## src/design/assert_macros.svh

```systemverilog
// Concurrent assertion helpers for the RTL.
`ifndef ASSERT_MACROS_SVH
`define ASSERT_MACROS_SVH

// Same-cycle implication, masked while reset is asserted.
`define ASSERT_IMPLIES(label, clk, rst_n, ante, cons, msg) \
	label: assert property (@(posedge clk) disable iff (!rst_n) (ante) |-> (cons)) \
		else $error(msg);

// Next-cycle implication, masked while reset is asserted.
`define ASSERT_NEXT(label, clk, rst_n, ante, cons, msg) \
	label: assert property (@(posedge clk) disable iff (!rst_n) (ante) |=> (cons)) \
		else $error(msg);

`endif

```

## src/design/tlik_pkg.sv

```systemverilog
`timescale 1ns / 1ps
package tlik_pkg;

	localparam int X_W    = 14;
	localparam int Z_W    = 13;
	localparam int LEN_W  = 13;
	localparam int OFF_W  = 8;
	localparam int CMD_W  = 8;
	localparam int IDX_W  = 3;
	localparam int CFG_W  = 13;
	// CORDIC datapath width and law-of-cosines operand width
	localparam int DATA_W = 34;
	localparam int NUM_W  = 37;

	localparam logic [30:0] PIH_Q30         = 31'd1686629713;
	localparam logic [29:0] DEG_PER_RAD_Q24 = 30'd961263669;
	localparam logic [CMD_W-1:0] CMD_MAX    = 8'd180;

	typedef enum logic [IDX_W-1:0] {
		REG_UPPER_LEN  = 3'd0,
		REG_LOWER_LEN  = 3'd1,
		REG_LEFT_HIP   = 3'd2,
		REG_LEFT_KNEE  = 3'd3,
		REG_LEFT_ANKLE = 3'd4,
		REG_RIGHT_HIP  = 3'd5,
		REG_RIGHT_KNEE = 3'd6
	} reg_index_t;

	typedef struct packed {
		logic valid;
		logic ok;
	} acos_status_t;

	// atan(2^-i) in radians, 30 fraction bits
	function automatic logic [29:0] atan_q30(input int unsigned idx);
		case (idx)
			0:  atan_q30 = 30'd843314857;
			1:  atan_q30 = 30'd497837829;
			2:  atan_q30 = 30'd263043836;
			3:  atan_q30 = 30'd133525158;
			4:  atan_q30 = 30'd67021686;
			5:  atan_q30 = 30'd33543515;
			6:  atan_q30 = 30'd16775850;
			7:  atan_q30 = 30'd8388437;
			8:  atan_q30 = 30'd4194282;
			9:  atan_q30 = 30'd2097149;
			10: atan_q30 = 30'd1048575;
			11: atan_q30 = 30'd524287;
			12: atan_q30 = 30'd262143;
			13: atan_q30 = 30'd131071;
			14: atan_q30 = 30'd65535;
			15: atan_q30 = 30'd32767;
			16: atan_q30 = 30'd16383;
			17: atan_q30 = 30'd8191;
			18: atan_q30 = 30'd4095;
			19: atan_q30 = 30'd2047;
			20: atan_q30 = 30'd1023;
			21: atan_q30 = 30'd511;
			22: atan_q30 = 30'd255;
			23: atan_q30 = 30'd127;
			default: atan_q30 = 30'd0;
		endcase
	endfunction

endpackage

```

## src/design/tlik_cordic.sv

```systemverilog
`timescale 1ns / 1ps
// Pipelined CORDIC vectoring: angle of (x, y), one micro-rotation per stage.
module tlik_cordic import tlik_pkg::*; #(
	parameter int N   = 16,
	parameter int AFB = 16,
	parameter int SBW = 1
) (
	input  logic                     clk,
	input  logic                     arst_n,
	input  logic                     en,
	input  logic                     in_valid,
	input  logic signed [DATA_W-1:0] in_x,
	input  logic signed [DATA_W-1:0] in_y,
	input  logic [SBW-1:0]           in_sb,
	output logic                     out_valid,
	output logic signed [AFB+3:0]    out_angle,
	output logic [SBW-1:0]           out_sb
);
	localparam int AW = AFB + 4;
	localparam logic signed [AW-1:0] HALF_PI = AW'(PIH_Q30 >> (30 - AFB));

	logic signed [DATA_W-1:0] x_s [0:N-1];
	logic signed [DATA_W-1:0] y_s [0:N-1];
	logic signed [AW-1:0]     a_s [0:N];
	logic [SBW-1:0]           sb_s [0:N];
	logic [N:0]               v_s;

	logic signed [DATA_W-1:0] x0, y0;
	logic signed [AW-1:0]     a0;

	// fold the left half-plane onto the right one
	always_comb begin
		x0 = in_x;
		y0 = in_y;
		a0 = '0;
		if (in_x < 0) begin
			if (in_y >= 0) begin
				x0 = in_y;
				y0 = -in_x;
				a0 = HALF_PI;
			end else begin
				x0 = -in_y;
				y0 = in_x;
				a0 = -HALF_PI;
			end
		end
	end

	always_ff @(posedge clk or negedge arst_n) begin
		if (!arst_n) begin
			v_s <= '0;
		end else if (en) begin
			v_s <= {v_s[N-1:0], in_valid};
		end
	end

	always_ff @(posedge clk) begin
		if (en) begin
			x_s[0]  <= x0;
			y_s[0]  <= y0;
			a_s[0]  <= a0;
			sb_s[0] <= in_sb;
		end
	end

	for (genvar i = 0; i < N; i++) begin : g_iter
		localparam logic signed [AW-1:0] STEP = AW'(atan_q30(i) >> (30 - AFB));

		always_ff @(posedge clk) begin
			if (en) begin
				sb_s[i+1] <= sb_s[i];
				if (y_s[i] > 0) begin
					a_s[i+1] <= a_s[i] + STEP;
				end else begin
					a_s[i+1] <= a_s[i] - STEP;
				end
			end
		end

		if (i < N - 1) begin : g_rot
			always_ff @(posedge clk) begin
				if (en) begin
					if (y_s[i] > 0) begin
						x_s[i+1] <= x_s[i] + (y_s[i] >>> i);
						y_s[i+1] <= y_s[i] - (x_s[i] >>> i);
					end else begin
						x_s[i+1] <= x_s[i] - (y_s[i] >>> i);
						y_s[i+1] <= y_s[i] + (x_s[i] >>> i);
					end
				end
			end
		end
	end

	assign out_valid = v_s[N];
	assign out_angle = a_s[N];
	assign out_sb    = sb_s[N];

endmodule

```

## config.mk

```make
export PLATFORM = sky130hd
export DESIGN_NAME = tlik_cordic
export DESIGN_NICKNAME = d
export VERILOG_FILES = /design/src/design/assert_macros.svh /design/src/design/tlik_pkg.sv /design/src/design/tlik_cordic.sv
export SDC_FILE = /design/constraint.sdc
export NUM_CORES = 2
export LEC_CHECK = 0
export ABC_AREA = 0
export BUFFER_PORTS_ARGS = -buffer_cell sky130_fd_sc_hd__buf_2
export CORE_MARGIN = 2
export CORE_UTILIZATION = 30
export CTS_CLUSTER_DIAMETER = 50
export DETAILED_ROUTE_END_ITERATION = 7
export GPL_ROUTABILITY_DRIVEN = 0
export PLACE_DENSITY = 0.44
export SYNTH_ARGS = -nofsm -noshare
export SYNTH_HDL_FRONTEND = slang
export SYNTH_SLANG_ARGS = --single-unit
```

## constraint.sdc

```tcl
create_clock -name clk -period 18.12 [get_ports clk]
set_input_delay 2.718 -clock clk [delete_from_list [all_inputs] [get_ports clk]]
set_output_delay 2.718 -clock clk [all_outputs]
set_load 0.05 [all_outputs]
```

==> out/metrics.csv <==
metric,value,unit
via_per_inst,5.070,
grt_util_met3,1.581,%
max_cap_violations,0,
post_cts_resized,0,
grtUsageTotal,16.87,%
ff2ff_path_depth,27,
use_met1,23.32,%
grt_overflow,0,
reg2reg_to,y_s[0][162],
grt.busiest_layer,met2,
hold_class,register to register,
post_cts.repair.setup_buffers,0,
core_area,392000,µm²
cp.arrival,9.35,ns
tightest_slew,1.221,ns
grt_pass1_wl,532900,µm
syn-instance-count,12430,
path_cells,buf_12 > buf_4 > buf_4 > buf_4 > o21ai_4 > buf_4 > inv_1 > buf_4 > nor2_1 > xor2_1 > ha_1 > o21ai_0 > o21ai_0 > a31oi_1 > o221a_2 > o21ai_0 > a221o_1 > a21oi_1 > nor2b_1 > o21ai_0 > nand2b_1 > a221oi_1 > xor2_1,
postCtsHoldBufs,0,
async_flop_share,1.219,%
drt_iter0_markers,5773,
netlist_area,118000,µm²
min_period_over_period,48.04,%
rsz0062_at_grt,false,
outcome,"finished, final reports clean",
synth_top_area_share,35.06,%
met2_usage,28.16,%
grt_pass1_vias,88610,
maxSlewViolCount,0,
clock_path_buffers,4,
setup_viol,0,
crit_required,18.77,ns
h-tree-depth,4,
cp-endpoint,y_s[0][203],
worst_r2r_startpoint,y_s[0][108],
startpoint_type,primary input,
relSlewSlack,17.88,%
synth_fp_nets,13840,
io_buffers,94,
clk_pin_slew_worst_paths,0.05,ns
grt_start_max_net_pins,161,
hpwl,277400,µm
min_period,8.705,ns
path_max_fanout,86,
routedWlPerCell,19.21,µm
start_util,30.11,%
die_w,631.2,µm
num_rows,230,
antenna_found_initial,17,
ios,95,
cpPeakStageDelay,0.76,ns
critPathMostFrequentCell,buf_4,
yosys_register_bits,1395,
synth_area_leader_cell,edfxtp_1,
path_class,primary input to register,
drc,0,
crit_path_start,en,
die_h,631.2,µm
dr.pass1.iters,6,
critPathSlowestCell,buf_4,
yosys.cell_types.count,89,
fin_nets,14000,
max_freq,114.9,MHz
root_buffer,clkbuf_16,
die_area,398400,µm²
wl,345700,µm
finalHoldViolations,0,
syn_area_per_cell,9.496,µm²
tritoncts,done,
yosysSeqAreaShare,35.42,%
ff2ff_setup_slack,10.09,ns
cts_buffers,224,
clk_latency,0.93,ns
area_growth,12.18,%
synth_enable_flop_cells,1378,
tns,0,ns
synthTopCellsByArea,"edfxtp_1, ha_1, xnor2_1",
synth_flop_cell,edfxtp_1,
fin_skew,0.07540,ns
antenna_left,0,
yosys_warnings,0,
vias,91250,
drive_above_1_share,5.409,%
cts_sinks,1395,
critPathCaptureType,register,
-- logic make-up after synthesis --
group / Yosys count / share of synthesized area (%)
AND/OR/NAND/NOR: 3218 / 13.24
XOR/XNOR: 1839 / 13.65
flip-flops: 1395 / 35.42
multiplexers: 95 / 0.8641
adder cells (fa/ha/maj): 1340 / 14.51
buffers and inverters: 854 / 2.743
AO/OA/AOI/OAI: 3687 / 19.57
-- layout by cell type, fill, tap and decap left out, drive strengths merged, types with 45 or more instances in the layout --
cell type | synthesis | final
inv | 613 | 673
or4 | 66 | 66
a21oi | 1234 | 1234
a31oi | 84 | 84
nand2b | 225 | 225
buf | 32 | 163
nor3 | 265 | 265
o41ai | 72 | 72
nor2b | 190 | 190
clkbuf | 199 | 250
o21bai | 161 | 161
o21ai | 790 | 790
nor2 | 963 | 963
a211oi | 86 | 86
o21a | 165 | 165
and3 | 92 | 92
ha | 1292 | 1292
a21o | 525 | 525
nand4 | 83 | 83
xor2 | 667 | 667
or2 | 45 | 45
o31ai | 180 | 180
clkinv | 10 | 73
nand3 | 207 | 207
nand2 | 718 | 718
a21boi | 54 | 54
edfxtp | 1378 | 1378
fa | 48 | 48
xnor2 | 1172 | 1172
nor4 | 116 | 116
or3 | 116 | 116
mux2 | 55 | 55
-- Yosys cell counts (all sizes together) (86+ instances only) --
library cell	instances
inv	613
nand3	207
clkbuf	199
nand2b	225
edfxtp	1378
nor2b	190
and3	92
o31ai	180
xor2	667
nor3	265
nand2	718
xnor2	1172
nor2	963
a211oi	86
a21oi	1234
o21a	165
a21o	525
ha	1292
nor4	116
o21bai	161
or3	116
o21ai	790
-- state kept, by name, summed over array words and instances (netlist names) --
name  cells
sb_s     17
a_s     322
y_s     544
v_s      17
x_s     495
-- worst max-delay path: cells and delay by family --
kind	cells	cell delay (ns)
adder cells (fa/ha/maj)	1	0.33
XOR/XNOR	2	0.27
AO/OA/AOI/OAI	10	2.77
buffers and inverters	7	2.78
AND/OR/NAND/NOR	3	0.33
-- per-stage QoR --
step	util (%)	hold WS (ns)	setup WS [ns]	cells	instance area [µm²]
global placement	31.83	0.4017	8.339	17580	124800
detailed placement	31.83	0.4052	8.406	17580	124800
floorplan	-	0.4003	10.45	12430	118000
finish	33.78	0.4129	9.415	18000	132400
global route	33.78	0.4216	8.720	18000	132400
CTS	33.77	0.4134	9.415	18000	132400
-- how the worst min path moves through the flow --
stage                   start   endpoint  slack (ns)  depth (start not counted)
CTS                   sb_s[9]   sb_s[10]        0.41                          0
detailed placement   sb_s[10]   sb_s[11]        0.41                          0
floorplan           a_s[2][0]  a_s[3][0]        0.40                          0
global route          sb_s[9]   sb_s[10]        0.42                          0
finish                sb_s[9]   sb_s[10]        0.41                          0
global placement     sb_s[15]   sb_s[16]        0.40                          0
-- area by class of cell --
cell class / count / area (µm²)
antenna: 4 / 10.01
clock buffer: 250 / 5809
clock inverter: 165 / 1803
fill: 40640 / 259600
inverter: 623 / 2340
multi-input combinational: 10180 / 73060
sequential: 1395 / 41810
tap: 5220 / 6531
timing repair buffer: 163 / 1031
-- per-layer routing --
layer	part of all wire (%)	wire, µm
met5	0	0
met4	2.4	8447
met3	3.3	11510
met2	46	160400
met1	48	165400
Power is not shown: default switching activity piles up to over one toggle a cycle in this logic, so the estimate is an artifact.
