==> config.mk <==
export PLATFORM = sky130hd
export DESIGN_NAME = tlik_isqrt
export DESIGN_NICKNAME = d
export VERILOG_FILES = /design/src/design/assert_macros.svh /design/src/design/tlik_isqrt.sv
export SDC_FILE = /design/constraint.sdc
export NUM_CORES = 1
export LEC_CHECK = 0
export ABC_AREA = 1
export BUFFER_PORTS_ARGS = -buffer_cell sky130_fd_sc_hd__buf_2
export CAP_MARGIN = 15
export CORE_ASPECT_RATIO = 1.2
export CORE_UTILIZATION = 60
export DETAILED_ROUTE_END_ITERATION = 8
export PLACE_DENSITY = 0.77
export SETUP_SLACK_MARGIN = 0.3
export SYNTH_ARGS = -nofsm -noshare
export SYNTH_HDL_FRONTEND = slang
export SYNTH_SLANG_ARGS = --single-unit
==> constraint.sdc <==
create_clock -name clk -period 5.1 [get_ports clk]
set_input_delay 1.02 -clock clk [delete_from_list [all_inputs] [get_ports clk]]
set_output_delay 1.02 -clock clk [all_outputs]
set_load 0.05 [all_outputs]
==> src/design/assert_macros.svh <==
// Concurrent assertion helpers for the RTL.
`ifndef ASSERT_MACROS_SVH
`define ASSERT_MACROS_SVH

// Same-cycle implication, masked while reset is asserted.
`define ASSERT_IMPLIES(label, clk, rst_n, ante, cons, msg) \
	label: assert property (@(posedge clk) disable iff (!rst_n) (ante) |-> (cons)) \
		else $error(msg);

// Next-cycle implication, masked while reset is asserted.
`define ASSERT_NEXT(label, clk, rst_n, ante, cons, msg) \
	label: assert property (@(posedge clk) disable iff (!rst_n) (ante) |=> (cons)) \
		else $error(msg);

`endif

==> src/design/tlik_isqrt.sv <==
`timescale 1ns / 1ps
// Pipelined floor square root, one result bit per stage.
module tlik_isqrt #(
	parameter int W   = 36,
	parameter int SBW = 1
) (
	input  logic           clk,
	input  logic           arst_n,
	input  logic           en,
	input  logic           in_valid,
	input  logic [W-1:0]   in_value,
	input  logic [SBW-1:0] in_sb,
	output logic           out_valid,
	output logic [W/2-1:0] out_root,
	output logic [SBW-1:0] out_sb
);
	localparam int RW = W / 2;

	logic [W-1:0]    val_s  [0:RW-1];
	logic [RW+1:0]   rem_s  [0:RW];
	logic [RW-1:0]   root_s [0:RW];
	logic [SBW-1:0]  sb_s   [0:RW];
	logic [RW:0]     v_s;

	always_ff @(posedge clk or negedge arst_n) begin
		if (!arst_n) begin
			v_s <= '0;
		end else if (en) begin
			v_s <= {v_s[RW-1:0], in_valid};
		end
	end

	always_ff @(posedge clk) begin
		if (en) begin
			val_s[0]  <= in_value;
			rem_s[0]  <= '0;
			root_s[0] <= '0;
			sb_s[0]   <= in_sb;
		end
	end

	for (genvar k = 0; k < RW; k++) begin : g_digit
		logic [RW+1:0] rem_t, trial, diff;
		assign rem_t = {rem_s[k][RW-1:0], val_s[k][W-1 -: 2]};
		assign trial = {root_s[k], 2'b01};
		assign diff  = rem_t - trial;

		always_ff @(posedge clk) begin
			if (en) begin
				sb_s[k+1] <= sb_s[k];
				if (rem_t >= trial) begin
					rem_s[k+1]  <= diff;
					root_s[k+1] <= {root_s[k][RW-2:0], 1'b1};
				end else begin
					rem_s[k+1]  <= rem_t;
					root_s[k+1] <= {root_s[k][RW-2:0], 1'b0};
				end
			end
		end

		if (k < RW - 1) begin : g_shift
			always_ff @(posedge clk) begin
				if (en) begin
					val_s[k+1] <= {val_s[k][W-3:0], 2'b00};
				end
			end
		end
	end

	assign out_valid = v_s[RW];
	assign out_root  = root_s[RW];
	assign out_sb    = sb_s[RW];

endmodule

==> results of run 1 <==
flip-flops by register name, indices dropped and copies added (netlist names):
name and count:
root_s 171, sb_s 19, v_s 19, rem_s 286
val_s 342
routing by layer:
| layer | vias to the layer above | track usage, % | routed length (um) |
|---|---|---|---|
| met5 | - | 0 | 0 |
| li1 | 14300 | - | - |
| met3 | 275 | 2.86 | 3340 |
| met1 | 13400 | 27.7 | 33800 |
| met4 | 0 | 16.1 | 5720 |
| met2 | 703 | 49.4 | 49700 |
cells in the final DEF (no fill, tap or decap), drive strengths merged, types with 2 or more instances in the layout:
cell      count
nor2        370
buf          71
clkinv       27
inv         621
nand4        66
xor2         67
a21oi       195
a21o          8
and3          3
o21ai       183
or2          14
a31oi         3
o21bai        8
clkinvlp      4
nor3b         3
nand3       301
dfrtp        19
ha          191
o21a          2
and2          7
xnor2        55
edfxtp      817
o211ai        7
a21boi        3
clkbuf      102
nand3b       38
bufinv       10
nor3         67
nor4          6
nand2      1082
worst paths after layout:
check	slack (ns)	end	startpoint	depth (start not counted)
setup / recovery	2.24	rem_s[8][1]$_DFFE_PP_	rem_s[7][1]$_DFFE_PP_	9
hold / removal	0.31	v_s[2]$_DFFE_PN0P_	arst_n	1
setup reg to reg	2.24	rem_s[8][1]$_DFFE_PP_	rem_s[7][1]$_DFFE_PP_	9
hold reg to reg	0.41	val_s[16][35]$_DFFE_PP_	val_s[15][33]$_DFFE_PP_	0
max in group asynchronous	4.50	v_s[13]$_DFFE_PN0P_	arst_n	1
min in group clk	0.41	val_s[16][35]$_DFFE_PP_	val_s[15][33]$_DFFE_PP_	0
worst reg2reg max path, stage by stage (launching register included):
cell      delay [ns]
edfxtp_1        0.42
ha_1            0.44
a21oi_1         0.29
o21ai_0         0.11
nand2_1         0.09
nand3_2         0.11
nor2_1          0.52
nand2_1         0.43
nand2_1         0.15
o21ai_1         0.07
layout make-up:
class,instances,area (sq um)
repair buffers,71,443
flip-flops and latches,837,25000
well taps,909,1140
multi-input cells,2683,14300
inverters,616,2330
clock buffers,102,2180
clock inverters,46,618
fillers,5334,22800
metrics by stage:
step	setup WS (ns)	instance area [sq um]	cells	util (%)
global route	1.99	46000	5264	66.9
floorplan	2.41	42000	4193	-
detailed placement	1.73	43200	5116	62.8
finish	2.24	46000	5264	66.9
global placement	1.79	43200	5116	62.8
CTS	2.25	46000	5264	66.9
report_power, final:
group          switching (uW)  internal, uW
sequential                409          8370
combinational            2010          1010
clock                    2660          3590
cells by family after synthesis:
| logic type | count (synthesis) | share of synthesized area [%] |
|---|---|---|
| adders and majority gates | 191 | 5.68 |
| xor gates and xnor gates | 122 | 2.54 |
| DFF | 837 | 59.5 |
| buffers and inverters | 673 | 6.49 |
| and+or+nand+nor | 1958 | 20.3 |
| AOI/OAI and AO/OA | 412 | 5.43 |
==> summary.md, run 1 <==
| Metric | Value |
|---|---|
| Fin Setup TNS | 0 ns |
| Clock latency on the worst-skew pair | 0.66 ns |
| Vias post-DR | 28600 |
| Hold WS | 0.306 ns |
| TritonRoute pass-1 iters | 5 |
| CTS tree | yes |
| Most numerous cell on the critical path | nand2_1 |
| Final Max Tran Viols | 0 |
| Tmin final | roughly 2.9 ns |
| Number of DRC markers in iteration 0 | between 1500 and 2000 |
| MaxCap Viol Count | 0 |
| #FFs+latches synth | about 840 |
| Yosys top cell area share | 58.4% |
| Synth cell count leaders | nand2_1, edfxtp_1, inv_1, nor2_1, nand3_1 |
| Number of global-route vias before repair | 28200 |
| Syn_area_per_cell | 10.0 sq um |
| GRT Util Overall | 26.2% |
| Crit path max-delay family | simple AND/OR/NAND/NOR gates |
| Share of layout cells above drive strength 1 | 7.32% |
| Crit-path max FO | 12 |
| Sequential area share after synthesis | about three fifths |
| Synth area leaders | edfxtp_1, nand2_1, ha_1 |
| Most used DFF post-synth | edfxtp_1 |
| Clock transition at path regs | 0.06 ns |
| Inserted Clock Buffers | 82 |
| Worst-Margin Slew | between 1 and 1.5 ns |
| Mapped Area | 0.0420 sq mm |
| Worst hold path class | input port to async pin |
| Post-cts sizing count | 0 |
| Die height | 292 um |
| Die area | 0.0711 sq mm |
| Total power | 18100 uW |
| Setup Skew | 0.0397 ns |
| EDFF count, synth | between 800 and 900 |
| P&R area growth vs syn | 9.47% |
| FP Rows | 105 |
| Total congestion overflow | 0 |
| Synth Instances | ~4200 |
| Final setup fails | 0 |
| Core Area | 0.0688 sq mm |
| IO Count | 61 |
| YS warnings | 0 |
| CP bufs+invs | 0 |
| CP Capture Type | flip-flop |
| Synth cell types | 61 |
| HPWL after detailed placement | a little under 70000 um |
| Maximum VDD drop | 0.000306 V |
| Relative slew slack | 24.3% |
| # hold bufs at CTS | 0 |
| First-pass GRT wire length | approximately 140000 um |
| Async SR Flop Fraction | 2.27% |
| Max clock buf depth | 3 |
| Pleak | 0.0198 uW |
| Total setup buffers inserted after CTS | 0 |
| H-tree Lvls | 3 |
| ANT nets after route | 0 |
| Most instantiated library cell after synthesis | nand2_1 |
| Period utilization | 56.1% |
| CP Cell Sequence | ha_1, a21oi_1, o21ai_0, nand2_1, nand3_2, nor2_1, nand2_1, nand2_1, o21ai_1 |
| Root buffer cell | clkbuf_16 |
| WL per Instance | between 15 and 20 um |
| Chip Width | 244 um |
| Largest net degree at the start of global routing | 197 |
| GP Congestion | 0.982 |
| ANT cells | 0 |
| Type of the worst setup path | flip-flop to flip-flop |
| Final hold vios | 0 |
| Initial antenna violation count | 0 |
| Required time of the worst setup path | 5.49 ns |
| Residual DRC | 0 |
| Syn nets | 4425 |
| P per Cell Area | 392 mW/mm^2 |
| Initial Util | 61.1% |
| Top cell type by total area after synthesis | edfxtp_1 |
| CP max-delay cell | nor2_1 |
| Fmax | around 0.35 GHz |
| RSZ-0062 raised after global routing | no |
| Worst setup SP type | flip-flop |
| Outcome | completed |
| Clock sinks | about 840 |
| Arrival time worst endpoint | 3.25 ns |
| Slowest stage delay, CP | 0.52 ns |
| Via density | about 5.4 |
| Nets@finish | ~4500 |
| Buffers on Ports | 60 |
| Post-Route WL | 92600 um |
(Power assumes the default switching activity.)
==> run 2: changes to the inputs <==
--- a/config.mk
+++ b/config.mk
@@ -5,13 +5,13 @@
 export SDC_FILE = /design/constraint.sdc
 export NUM_CORES = 1
 export LEC_CHECK = 0
-export ABC_AREA = 1
+export ABC_AREA = 0
 export BUFFER_PORTS_ARGS = -buffer_cell sky130_fd_sc_hd__buf_2
 export CAP_MARGIN = 15
 export CORE_ASPECT_RATIO = 1.2
 export CORE_UTILIZATION = 60
 export DETAILED_ROUTE_END_ITERATION = 8
-export PLACE_DENSITY = 0.77
+export PLACE_DENSITY = 0.78
 export SETUP_SLACK_MARGIN = 0.3
 export SYNTH_ARGS = -nofsm -noshare
 export SYNTH_HDL_FRONTEND = slang
==> constraint.sdc (replaced) <==
create_clock -name clk -period 2.9 [get_ports clk]
set_input_delay 0.58 -clock clk [delete_from_list [all_inputs] [get_ports clk]]
set_output_delay 0.58 -clock clk [all_outputs]
set_load 0.05 [all_outputs]
==> summary.md, run 2 <==
| Metric | Value |
|---|---|
| CP Cell Sequence | ha_4, o21a_1, o31a_1, o31ai_4, a31oi_2, o211ai_1, and3_4, buf_12, mux2_2 |
| Post-Route WL | 73700 um (-20%) |
| Initial antenna violation count | 0 (unchanged) |
| Pleak | 0.0173 uW (-13%) |
| IO Count | 61 (unchanged) |
| Max FFs per register | 342 (unchanged) |
| Die area | 0.0642 sq mm (-9.8%) |
| Max clock buf depth | 3 (unchanged) |
| Maximum VDD drop | 0.000668 V (+120%) |
| HPWL after detailed placement | 48800 um (-29%) |
| Clock sinks | 837 (unchanged) |
| Relative slew slack | 43.5% (+19 points) |
| Worst hold path class | input port to flip-flop |
| Largest registers | val_s (342), rem_s (286), root_s (171) |
| Synth Instances | 2792 (-33%) |
| Synth area leaders | edfxtp_1, ha_1, xnor2_1 |
| Final hold vios | 0 (unchanged) |
| Slowest stage delay, CP | 0.45 ns (-0.07 ns) |
| Multi-input logic area | 0.0129 sq mm (-9.5%) |
| Hold depth | 1 |
| GRT Util Overall | 22.7% (-3.5 points) |
| Nets@finish | 3293 (-27%) |
| Die height | 277 um (-5.0%) |
| H-tree Lvls | 3 (unchanged) |
| Worst-Margin Slew | 0.847 ns (-0.289 ns) |
| Clock transition at path regs | 0.06 ns (about the same) |
| Crit-path max FO | 5 (-7) |
| Initial Util | 60.9% (-0.14 points) |
| CP max-delay cell | edfxtp_1 |
| Synth cell types | 77 (+26%) |
| CP bufs+invs | 1 (+1) |
| Final setup fails | 0 (unchanged) |
| Synth cell count leaders | edfxtp_1, inv_1, ha_1, nor2_1, nand2_1 |
| Fillers | 3818 (-28%) |
| Mapped Area | 0.0379 sq mm (-9.9%) |
| Number of global-route vias before repair | 23000 (-19%) |
| Most common cell after layout, fill and taps aside | edfxtp_1 |
| Period utilization | 97.6% (+42 points) |
| Number of DRC markers in iteration 0 | 1658 (-4.8%) |
| Yosys top cell area share | 64.8% (+6.4 points) |
| Final Max Tran Viols | 0 (unchanged) |
| Type of the worst setup path | flip-flop to flip-flop |
| Top cell type by total area after synthesis | edfxtp_1 |
| CTS tree | yes |
| RSZ-0062 raised after global routing | yes |
| Biggest register | val_s |
| TritonRoute pass-1 iters | 6 (+1) |
| Post-Route Utilization | 72.2% (+5.3 points) |
| Core Area | 0.0622 sq mm (-9.7%) |
| Async SR Flop Fraction | 2.27% (unchanged) |
| Most frequent cells in the layout | edfxtp_1, inv_1, nor2_1 |
| ANT nets after route | 0 (unchanged) |
| Hold WS | 0.102 ns (-0.205 ns) |
| Root buffer cell | clkbuf_16 |
| Share of layout cells above drive strength 1 | 20.5% (+13 points) |
| Most used DFF post-synth | edfxtp_1 |
| Vias post-DR | 22700 (-21%) |
| EDFF count, synth | 817 (unchanged) |
| Buffers on Ports | 60 (unchanged) |
| GP Congestion | 0.887 (-9.7%) |
| P per Cell Area | 729 mW/mm^2 (+86%) |
| WL per Instance | 18.7 um (+6.1%) |
| Crit path max-delay family | compound AO/OA/AOI/OAI gates |
| Setup Skew | 0.0369 ns (-0.00281 ns) |
| Storage element area | 0.0250 sq mm (unchanged) |
| Syn nets | 3024 (-32%) |
| Required time of the worst setup path | 3.30 ns (-2.19 ns) |
| YS warnings | 0 (unchanged) |
| Most instantiated library cell after synthesis | edfxtp_1 |
| Total power | 32700 uW (+81%) |
| Via density | 5.75 (+5.7%) |
| CP Capture Type | flip-flop |
| P&R area growth vs syn | 18.5% |
| Residual DRC | 0 (unchanged) |
| Total congestion overflow | 0 (unchanged) |
| #FFs+latches synth | 837 (unchanged) |
| Chip Width | 231 um (-5.0%) |
| FP Rows | 100 (-4.8%) |
| Tmin final | 2.83 ns (-0.0305 ns) |
| Outcome | completed |
| Fmax | 0.353 GHz (+1.1%) |
| Clock latency on the worst-skew pair | 0.65 ns (about the same) |
| Largest net degree at the start of global routing | 107 (-46%) |
| Worst setup SP type | flip-flop |
| Sequential area share after synthesis | 66.1% (+6.5 points) |
| Inserted Clock Buffers | 84 (+2.4%) |
| Arrival time worst endpoint | 3.23 ns (-0.02 ns) |
| WP depth | 9 (unchanged) |
| MaxCap Viol Count | 0 (unchanged) |
| Syn_area_per_cell | 13.6 sq um (+35%) |
| ANT cells | 0 (unchanged) |
| First-pass GRT wire length | 116000 um (-20%) |
| Worst R2R Path Depth | 9 (unchanged) |
run 2: cell types whose count changed in the layout (fill, tap and decap cells not counted), sizes merged, moves of 29 or more:
cell	before	now
a21o	8	45
a21oi	195	132
buf	71	242
inv	621	248
mux2	0	74
nand2	1082	157
nand2b	0	29
nand3	301	45
nand3b	38	6
nand4	66	21
nor2	370	168
o21a	2	47
o21ai	183	139
xnor2	55	115
run 2: path summary, 6_finish.rpt:
path	startpoint	end	slack [ns]
worst max-delay path	rem_s[16][1]$_DFFE_PP_	rem_s[17][2]$_DFFE_PP_	0.07
worst min-delay path	in_value[0]	val_s[0][0]$_DFFE_PP_	0.10
worst max register to register	rem_s[16][1]$_DFFE_PP_	rem_s[17][2]$_DFFE_PP_	0.07
worst min register to register	val_s[7][33]$_DFFE_PP_	val_s[8][35]$_DFFE_PP_	0.41
max in group asynchronous	arst_n	v_s[1]$_DFFE_PN0P_	2.21
min in group asynchronous	arst_n	v_s[12]$_DFFE_PN0P_	0.40
run 2: logic make-up (layout without fill, tap and decap cells):
| kind of cell | count (synthesis) | count (layout) | synth area share, % |
|---|---|---|---|
| flops | 837 | 837 | 66.1 |
| simple gates | 650 | 650 | 8.65 |
| compound gates | 521 | 521 | 8.72 |
| buf+inv | 308 | 646 | 3.10 |
| xor+xnor | 201 | 201 | 4.65 |
| fa+ha+maj | 191 | 191 | 6.31 |
| mux | 84 | 84 | 2.51 |
run 2: metal layers:
metal	GRT usage [%]	routed length, um	share of wire [%]	up-vias
met5	0	0	0	-
met4	9.15	2460	3.3	0
met3	3.03	2560	3.5	157
met2	40.8	38900	53	504
met1	27.4	29800	40	11100
li1	-	-	-	10900
run 2: cell type report:
type	instances	share of cell area (%)
clock buffers	102	4.94
repair buffers	245	4.54
inverters	246	2.06
multi-input cells	1647	28.8
flip-flops and latches	837	55.8
well taps	816	2.27
clock inverters	53	1.62
run 2: worst register-to-register path: cells and delay by family (launching register included):
kind | cells | cell delay (ns)
adders and majority gates | 1 | 0.29
muxes | 1 | 0.36
buffers and inverters | 1 | 0.16
and+or+nand+nor | 1 | 0.32
AOI/OAI and AO/OA | 5 | 1.00
DFF | 1 | 0.45
run 2: per-stage QoR:
| stage | instances | setup slack [ns] | instance area [sq um] | setup TNS [ns] |
|---|---|---|---|---|
| 4_1_cts | 3892 | 0.134 | 43600 | 0 |
| 5_1_grt | 3946 | -0.0174 | 44900 | -0.0726 |
| 3_3_place_gp | 3698 | 0.0626 | 39800 | 0 |
| 6_report | 3946 | 0.0686 | 44900 | 0 |
| 3_5_place_dp | 3698 | -0.0348 | 39800 | -0.0525 |
| 2_1_floorplan | 2792 | 0.0887 | 38000 | 0 |
run 2: repair_timing:
item / CTS / global route
hold buffers: 1 / 0
cloned: 4 / 2
pin swaps: 12 / 79
setup buffers: 34 / 52
setup endpoints to repair: 147 / 213
endpoints found under the hold margin: 19 / 0
resized for setup: 83 / 191
run 2: report_power, final:
group	internal, uW	switching [uW]
registers	14900	795
logic	2700	2940
clock network	6770	4600
